--- src/rtl/esn_pkg.sv ---
package esn_pkg;

    localparam int CFG_IDX_W  = 4;
    localparam int CFG_DATA_W = 24;

    // configuration register indices
    localparam logic [CFG_IDX_W-1:0] REG_MEMBRANE_DECAY   = 4'd0;
    localparam logic [CFG_IDX_W-1:0] REG_INPUT_GAIN       = 4'd1;
    localparam logic [CFG_IDX_W-1:0] REG_ADAPT_DECAY      = 4'd2;
    localparam logic [CFG_IDX_W-1:0] REG_ADAPT_STEP       = 4'd3;
    localparam logic [CFG_IDX_W-1:0] REG_LINEAR_RATE_GAIN = 4'd4;
    localparam logic [CFG_IDX_W-1:0] REG_EXP_RATE_GAIN    = 4'd5;
    localparam logic [CFG_IDX_W-1:0] REG_EXP_SLOPE        = 4'd6;
    localparam logic [CFG_IDX_W-1:0] REG_DEAD_STEPS       = 4'd7;

    localparam logic [17:0] LOG2E_Q16    = 18'd94548;
    localparam logic [46:0] SAT_Q32      = 47'h4000_0000_0000;
    localparam logic [31:0] RECIP_Q41    = 32'd2199023255;  // floor(2^41 / 1000)
    localparam logic [17:0] RECIP_Q27    = 18'd134218;      // ceil(2^27 / 1000)
    localparam logic [36:0] SMALL_LAMBDA = 37'd67108864;

    typedef struct packed {
        logic signed [15:0] syn_jump;
        logic signed [23:0] input_current;
        logic        [15:0] random_uniform;
    } item_t;

    typedef struct packed {
        logic               spike;
        logic signed [15:0] membrane_potential;
        logic signed [15:0] adapt_level;
    } result_t;

    typedef struct packed {
        logic [CFG_IDX_W-1:0]  reg_index;
        logic [CFG_DATA_W-1:0] wdata;
    } cfg_t;

    typedef struct packed {
        logic load;
        logic mul_i;
        logic pot;
        logic adp;
        logic lin;
        logic expx;
        logic expy;
        logic expm;
        logic expp;
        logic exps;
        logic div1;
        logic div2;
        logic div3;
        logic prb1;
        logic prb2;
        logic prb3;
        logic commit;
    } cmd_t;

    typedef struct packed {
        logic dead_zero;
        logic rate_pos;
        logic lam_small;
        logic out_busy;
    } status_t;

    function automatic logic signed [15:0] sat16(input logic signed [49:0] v);
        if (v > 50'sd32767)
            return 16'sh7fff;
        else if (v < -50'sd32768)
            return 16'sh8000;
        else
            return v[15:0];
    endfunction

    // 2^(i/16) in Q.16
    function automatic logic [17:0] pow2_tab(input logic [4:0] i);
        logic [17:0] v;
        case (i)
            5'd0:    v = 18'd65536;
            5'd1:    v = 18'd68438;
            5'd2:    v = 18'd71468;
            5'd3:    v = 18'd74632;
            5'd4:    v = 18'd77936;
            5'd5:    v = 18'd81386;
            5'd6:    v = 18'd84990;
            5'd7:    v = 18'd88752;
            5'd8:    v = 18'd92682;
            5'd9:    v = 18'd96785;
            5'd10:   v = 18'd101070;
            5'd11:   v = 18'd105545;
            5'd12:   v = 18'd110218;
            5'd13:   v = 18'd115098;
            5'd14:   v = 18'd120194;
            5'd15:   v = 18'd125515;
            default: v = 18'd131072;
        endcase
        return v;
    endfunction

    // mantissa of 2^f for a 20 bit fraction, Q.32
    function automatic logic [32:0] pow2_mant(input logic [19:0] f);
        logic [17:0] lo;
        logic [17:0] hi;
        logic [12:0] d;
        lo = pow2_tab({1'b0, f[19:16]});
        hi = pow2_tab({1'b0, f[19:16]} + 5'd1);
        d  = 13'(hi - lo);
        return {lo[16:0], 16'b0} + 33'(33'(d) * 33'(f[15:0]));
    endfunction

endpackage

--- src/rtl/esn_ctrl.sv ---
module esn_ctrl (
    input  logic             clk,
    input  logic             rst_n,
    input  logic             in_valid,
    output logic             in_ready,
    input  esn_pkg::status_t status,
    output esn_pkg::cmd_t    cmd
);
    import esn_pkg::*;

    typedef enum logic [16:0] {
        S_IDLE = 17'b00000000000000001,
        S_MULI = 17'b00000000000000010,
        S_POT  = 17'b00000000000000100,
        S_ADP  = 17'b00000000000001000,
        S_LIN  = 17'b00000000000010000,
        S_EXPX = 17'b00000000000100000,
        S_EXPY = 17'b00000000001000000,
        S_EXPM = 17'b00000000010000000,
        S_EXPP = 17'b00000000100000000,
        S_EXPS = 17'b00000001000000000,
        S_DIV1 = 17'b00000010000000000,
        S_DIV2 = 17'b00000100000000000,
        S_DIV3 = 17'b00001000000000000,
        S_PRB1 = 17'b00010000000000000,
        S_PRB2 = 17'b00100000000000000,
        S_PRB3 = 17'b01000000000000000,
        S_FIN  = 17'b10000000000000000
    } state_t;

    state_t state_reg, state_next;

    always_ff @(posedge clk or negedge rst_n)
    begin
        if (!rst_n)
            state_reg <= S_IDLE;
        else
            state_reg <= state_next;
    end

    assign in_ready = (state_reg == S_IDLE);

    always_comb
    begin
        state_next = state_reg;
        cmd        = '0;
        unique case (state_reg)
            S_IDLE:
            begin
                if (in_valid)
                begin
                    cmd.load   = 1'b1;
                    state_next = S_MULI;
                end
            end
            S_MULI:
            begin
                cmd.mul_i  = 1'b1;
                state_next = S_POT;
            end
            S_POT:
            begin
                cmd.pot    = 1'b1;
                state_next = S_ADP;
            end
            S_ADP:
            begin
                cmd.adp    = 1'b1;
                state_next = status.dead_zero ? S_LIN : S_FIN;
            end
            S_LIN:
            begin
                cmd.lin    = 1'b1;
                state_next = S_EXPX;
            end
            S_EXPX:
            begin
                cmd.expx   = 1'b1;
                state_next = S_EXPY;
            end
            S_EXPY:
            begin
                cmd.expy   = 1'b1;
                state_next = S_EXPM;
            end
            S_EXPM:
            begin
                cmd.expm   = 1'b1;
                state_next = S_EXPP;
            end
            S_EXPP:
            begin
                cmd.expp   = 1'b1;
                state_next = S_EXPS;
            end
            S_EXPS:
            begin
                cmd.exps   = 1'b1;
                state_next = status.rate_pos ? S_DIV1 : S_FIN;
            end
            S_DIV1:
            begin
                cmd.div1   = 1'b1;
                state_next = S_DIV2;
            end
            S_DIV2:
            begin
                cmd.div2   = 1'b1;
                state_next = S_DIV3;
            end
            S_DIV3:
            begin
                cmd.div3   = 1'b1;
                state_next = S_PRB1;
            end
            S_PRB1:
            begin
                cmd.prb1   = 1'b1;
                state_next = status.lam_small ? S_PRB3 : S_PRB2;
            end
            S_PRB2:
            begin
                cmd.prb2   = 1'b1;
                state_next = S_PRB3;
            end
            S_PRB3:
            begin
                cmd.prb3   = 1'b1;
                state_next = S_FIN;
            end
            S_FIN:
            begin
                if (!status.out_busy)
                begin
                    cmd.commit = 1'b1;
                    state_next = S_IDLE;
                end
            end
            default:
            begin
                state_next = S_IDLE;
            end
        endcase
    end

endmodule

--- config.mk ---
export PLATFORM = sky130hd
export DESIGN_NAME = esn_ctrl
export DESIGN_NICKNAME = d
export VERILOG_FILES = /design/src/rtl/esn_pkg.sv /design/src/rtl/esn_ctrl.sv
export SDC_FILE = /design/constraint.sdc
export NUM_CORES = 1
export LEC_CHECK = 0
export BUFFER_PORTS_ARGS = -buffer_cell sky130_fd_sc_hd__buf_4
export CORE_MARGIN = 2
export CORE_UTILIZATION = 40
export CTS_CLUSTER_DIAMETER = 200
export DETAILED_ROUTE_END_ITERATION = 8
export MAX_ROUTING_LAYER = met4
export PLACE_DENSITY = 0.61
export REMOVE_ABC_BUFFERS = 1
export SYNTH_ARGS = -nofsm -noshare
export SYNTH_HDL_FRONTEND = slang
export SYNTH_SLANG_ARGS = --single-unit
--- constraint.sdc ---
create_clock -name clk -period 2 [get_ports clk]
set_input_delay 0 -clock clk [delete_from_list [all_inputs] [get_ports clk]]
set_output_delay 0 -clock clk [all_outputs]
set_load 0.01 [all_outputs]
* Word-level counts from Yosys, hierarchy flattened
Cells that the tools add are included.
Widths: inputs -> output; s select.
** Operators by class
- Equality and inequality tests :: 19
- Multiplexer cells :: 25
- Reduce and logical (&&, ||, !) cells :: 1
** Operators with widths (number)
- $pmux 17 s17 :: 1
- $mux 17 :: 4
- $mux 1 :: 19
- $eq 17x1->1 const B :: 1
- $eq 17x10->1 const B :: 1
- $eq 17x11->1 const B :: 1
- $eq 17x12->1 const B :: 1
- $eq 17x13->1 const B :: 1
- $eq 17x14->1 const B :: 1
- $eq 17x15->1 const B :: 1
- $eq 17x16->1 const B :: 1
- $eq 17x17->1 const B :: 1
- $eq 17x2->1 const B :: 1
- $eq 17x3->1 const B :: 1
- $eq 17x4->1 const B :: 1
- $eq 17x5->1 const B :: 1
- $eq 17x6->1 const B :: 1
- $eq 17x7->1 const B :: 1
- $eq 17x8->1 const B :: 1
- $eq 17x9->1 const B :: 1
- $mux 16 :: 1
- $ne 2x2->1 const B :: 2
- $reduce_and 2->1 :: 1
** Storage, ports and cells
- Bits in registers :: 17
- Bits of input ports :: 7
- Word-level logic and storage cells :: 46

* Longest topological paths before layout
- Word-level depth :: 3
- Gate-level depth with buffers :: 6
- Mapped depth without buffers :: 5

* Worst setup path after synthesis
Ideal clock, no wire load.
- Kind :: reg-to-output
- Start point :: register state_reg[6]
- End point :: output port cmd[6] (netlist bit)
- Data arrival time :: 1.944 ns
- Slack :: 0.056 ns
- Cell stages (with the launch flop) :: 7
- Buffers on the path :: 1
- Cells stage by stage :: dfrtp_1 > buf_6 > or4_4 > nor2_8 > nand2_2 > or3_4 > nor3b_1
** RTL lines
- start, declared :: RTL line esn_ctrl.sv:31 : state_t state_reg, state_next;
- start signal, assigned :: RTL line esn_ctrl.sv:38 : state_reg <= state_next;
- end, declared :: RTL line esn_ctrl.sv:7 : output esn_pkg::cmd_t cmd

==> reports/metrics.yaml <==
finalCriticalPeriod_ns: 2.236
r2r_start: "state_reg[9]"
cts_tree: "done"
timing.critical_path.to: "cmd[16]"
rsz0062_at_grt: "yes"
holdWs_ns: 0.09192
synthArstFlopShare: 1.000
die_h_um: 55.84
diodes: 0
irDropWorstVdd_v: 0.001002
synth_area_sq_um: 1075
relSlewSlack: 0.6561
drt-total-wl_um: 2687
clkTransAtPathRegs_ns: 0.11
r2r_end: "state_reg[0]"
ys_seq_elements: 17
critPathCaptureType: "output port"
cts-htree-levels: 1
fmax_mhz: 447.3
synth_top_cell_area_share: 0.3725
crit_required_ns: 2.00
synthCells: 105
syn_area_per_cell_sq_um: 10.24
reg2reg_depth: 6
total_power_uw: 1363
grt_pass1_wl_um: 4519
gp_congestion: 0.8393
vias_per_cell: 5.295
die_area_sq_um: 3118
p_switching_uw: 501.9
antenna_left: 0
nets: 168
ys_warn_count: 0
outcome: "finished with violations"
grt_overflow: 0
clkLatencyLatePin_ns: 0.30
start_util: 0.4261
setup_viol: 10
dieWidth_um: 55.84
cellLeakagePower_uw: 0.0007769
synth_ff_type: "dfrtp_1"
power_frac_seq: 0.306
clk_path_buf_depth: 2
r2r_setup_slack_ns: 0.02
synth_common_cells: "16 x dfrtp_1, 10 x nor3b_1, 9 x nor2_1, 8 x nor4b_1"
firstDrtPassIters: 4
synth-adder-area-share: 0
portBuffers: 24
slew_viol_final: 0
synth_xor_area_frac: 0.03260
synthMuxAreaShare: 0
violations: "setup timing"
antenna_found_initial: 0
num_rows: 18
hold_viol_final: 0
drv_cap: 0
dp_hpwl_um: 1884
cts_root_buf: "clkbuf_4"
drt_iter0_drc: 23
cts_buffers: 3
drc: 0
synth_edf_count: 0
fin_setup_tns_ns: -1.333
critPathKind: "reg2out"
synth_top_cell_by_area: "dfrtp_1"
period_share: 1.118
drive_above_1_share: 0.5063
fin_util: 0.6443
intPower_uw: 861.3
avgRoutedWirePerCell_um: 14.14
p_sw_frac: 0.3682
yosysSeqAreaShare: 0.3970
core-area_sq_um: 2522
worst_slew_pin_slew_ns: 0.5087
synth-compound-area-share: 0.07683
cts_sinks: 17
fin_ws_ns: -0.2356
vias: 1006
critPathLaunch: "state_reg[16]"
yosys.area_share.simple: 0.4505
largest_register_ffs: 17
post-synth-top-count-cell: "dfrtp_1"
fill_cells: 205
holdCritPathClass: "in2async"
critPathMaxFanout: 4
p_comb_frac: 0.552
area_delta_synth_final_pct: 51.22
synth_top_family_by_area: "simple AND/OR/NAND/NOR gates"
ys_types: 37
skew_ns: 0.004595
grt_pass1_vias: 1004
pwr-share-clk: 0.142
io_pins: 25
dpl_cell_area_sq_um: 1389
cp-start-kind: "flop"
stdcell_area_sq_um: 1625
cp.arrival_ns: 2.24
power_density_nw_per_um2: 838.8
grt_usage: 0.1894
grt_start_max_net_pins: 18
synth_area_leaders: "dfrtp_1 37%, nor3b_1 7.0%, nor4b_1 6.5%, or4_4 4.2%, and2_1 3.5%"
worst min path at each step:
stage               slack, ns  depth (start not counted)            end
floorplan               -0.30                          0  state_reg[10]
global placement        -0.12                          1   state_reg[1]
detailed placement      -0.12                          1   state_reg[1]
CTS                      0.09                          2   state_reg[1]
global route             0.10                          2   state_reg[1]
finish                   0.09                          2   state_reg[1]
cells in the final DEF (no fill, tap or decap), types with 2 or more instances in the layout:
| master | n |
|---|---|
| buf_4 | 47 |
| dfrtp_1 | 16 |
| nor2_1 | 7 |
| nor4b_1 | 6 |
| inv_1 | 5 |
| nor3b_2 | 5 |
| nor3b_1 | 5 |
| and3_1 | 5 |
| dlygate4sd3_1 | 5 |
| or4_4 | 4 |
| nor3_1 | 4 |
| and2_1 | 4 |
| nand3b_1 | 4 |
| clkbuf_4 | 3 |
| buf_6 | 3 |
| and2_4 | 2 |
| nor2_4 | 2 |
| nand2_2 | 2 |
| o21ai_0 | 2 |
| xnor2_1 | 2 |
| xor2_1 | 2 |
| a211oi_1 | 2 |
metrics by stage:
step / worst slack, ns / instances
2_1_floorplan: 0.09069 / 101
3_3_place_gp: 0.06632 / 171
3_5_place_dp: 0.03510 / 171
4_1_cts: -0.2555 / 185
5_1_grt: -0.3564 / 190
6_report: -0.2356 / 190
critical path, stage by stage, from the launching register on:
cell     delay [ns]
dfrtp_1        0.39
or4_4          0.58
nor4_4         0.31
nand2_2        0.12
nor3b_4        0.25
and2_1         0.17
buf_4          0.12
repair_timing:
item / 4_1_cts / 5_1_grt
buffers inserted: 7 / 5
setup endpoints to repair: 15 / 22
hold buffers: 5 / 0
pin swaps: 8 / 4
gates resized for setup: 12 / 7
endpoints found under the hold margin: 22 / 0
layer usage:
| layer | vias to the layer above | routed length (um) | track usage |
|---|---|---|---|
| met5 | - | 0 | - |
| met4 | 0 | 29 | 0.07483 |
| met3 | 4 | 107 | 0.02326 |
| met2 | 21 | 1340 | 0.3044 |
| met1 | 484 | 1208 | 0.2438 |
| li1 | 497 | - | - |
kinds of logic after synthesis:
logic type | after synthesis
AO/OA/AOI/OAI | 10
XOR/XNOR | 4
buffers and inverters | 10
flip-flops | 17
AND/OR/NAND/NOR | 64
power by group through the flow:
stage                     combinational (uW)  clock [uW]  sequential, uW
after floorplan                          367           0             432
after global placement                   592           0             425
after detailed placement                 590           0             425
after CTS                                693         200             415
after global routing                     821         218             422
final                                    753         194             417
final cells by class:
class	count	area (sq um)	share of cell area
Tap cell	30	37.54	0.02309
Sequential cell	17	426.7	0.2625
Timing Repair Buffer	55	436.7	0.2687
Clock buffer	4	26.28	0.01617
Inverter	6	22.52	0.01386
Multi-Input combinational cell	78	675.6	0.4157
(Power assumes the default switching activity.)
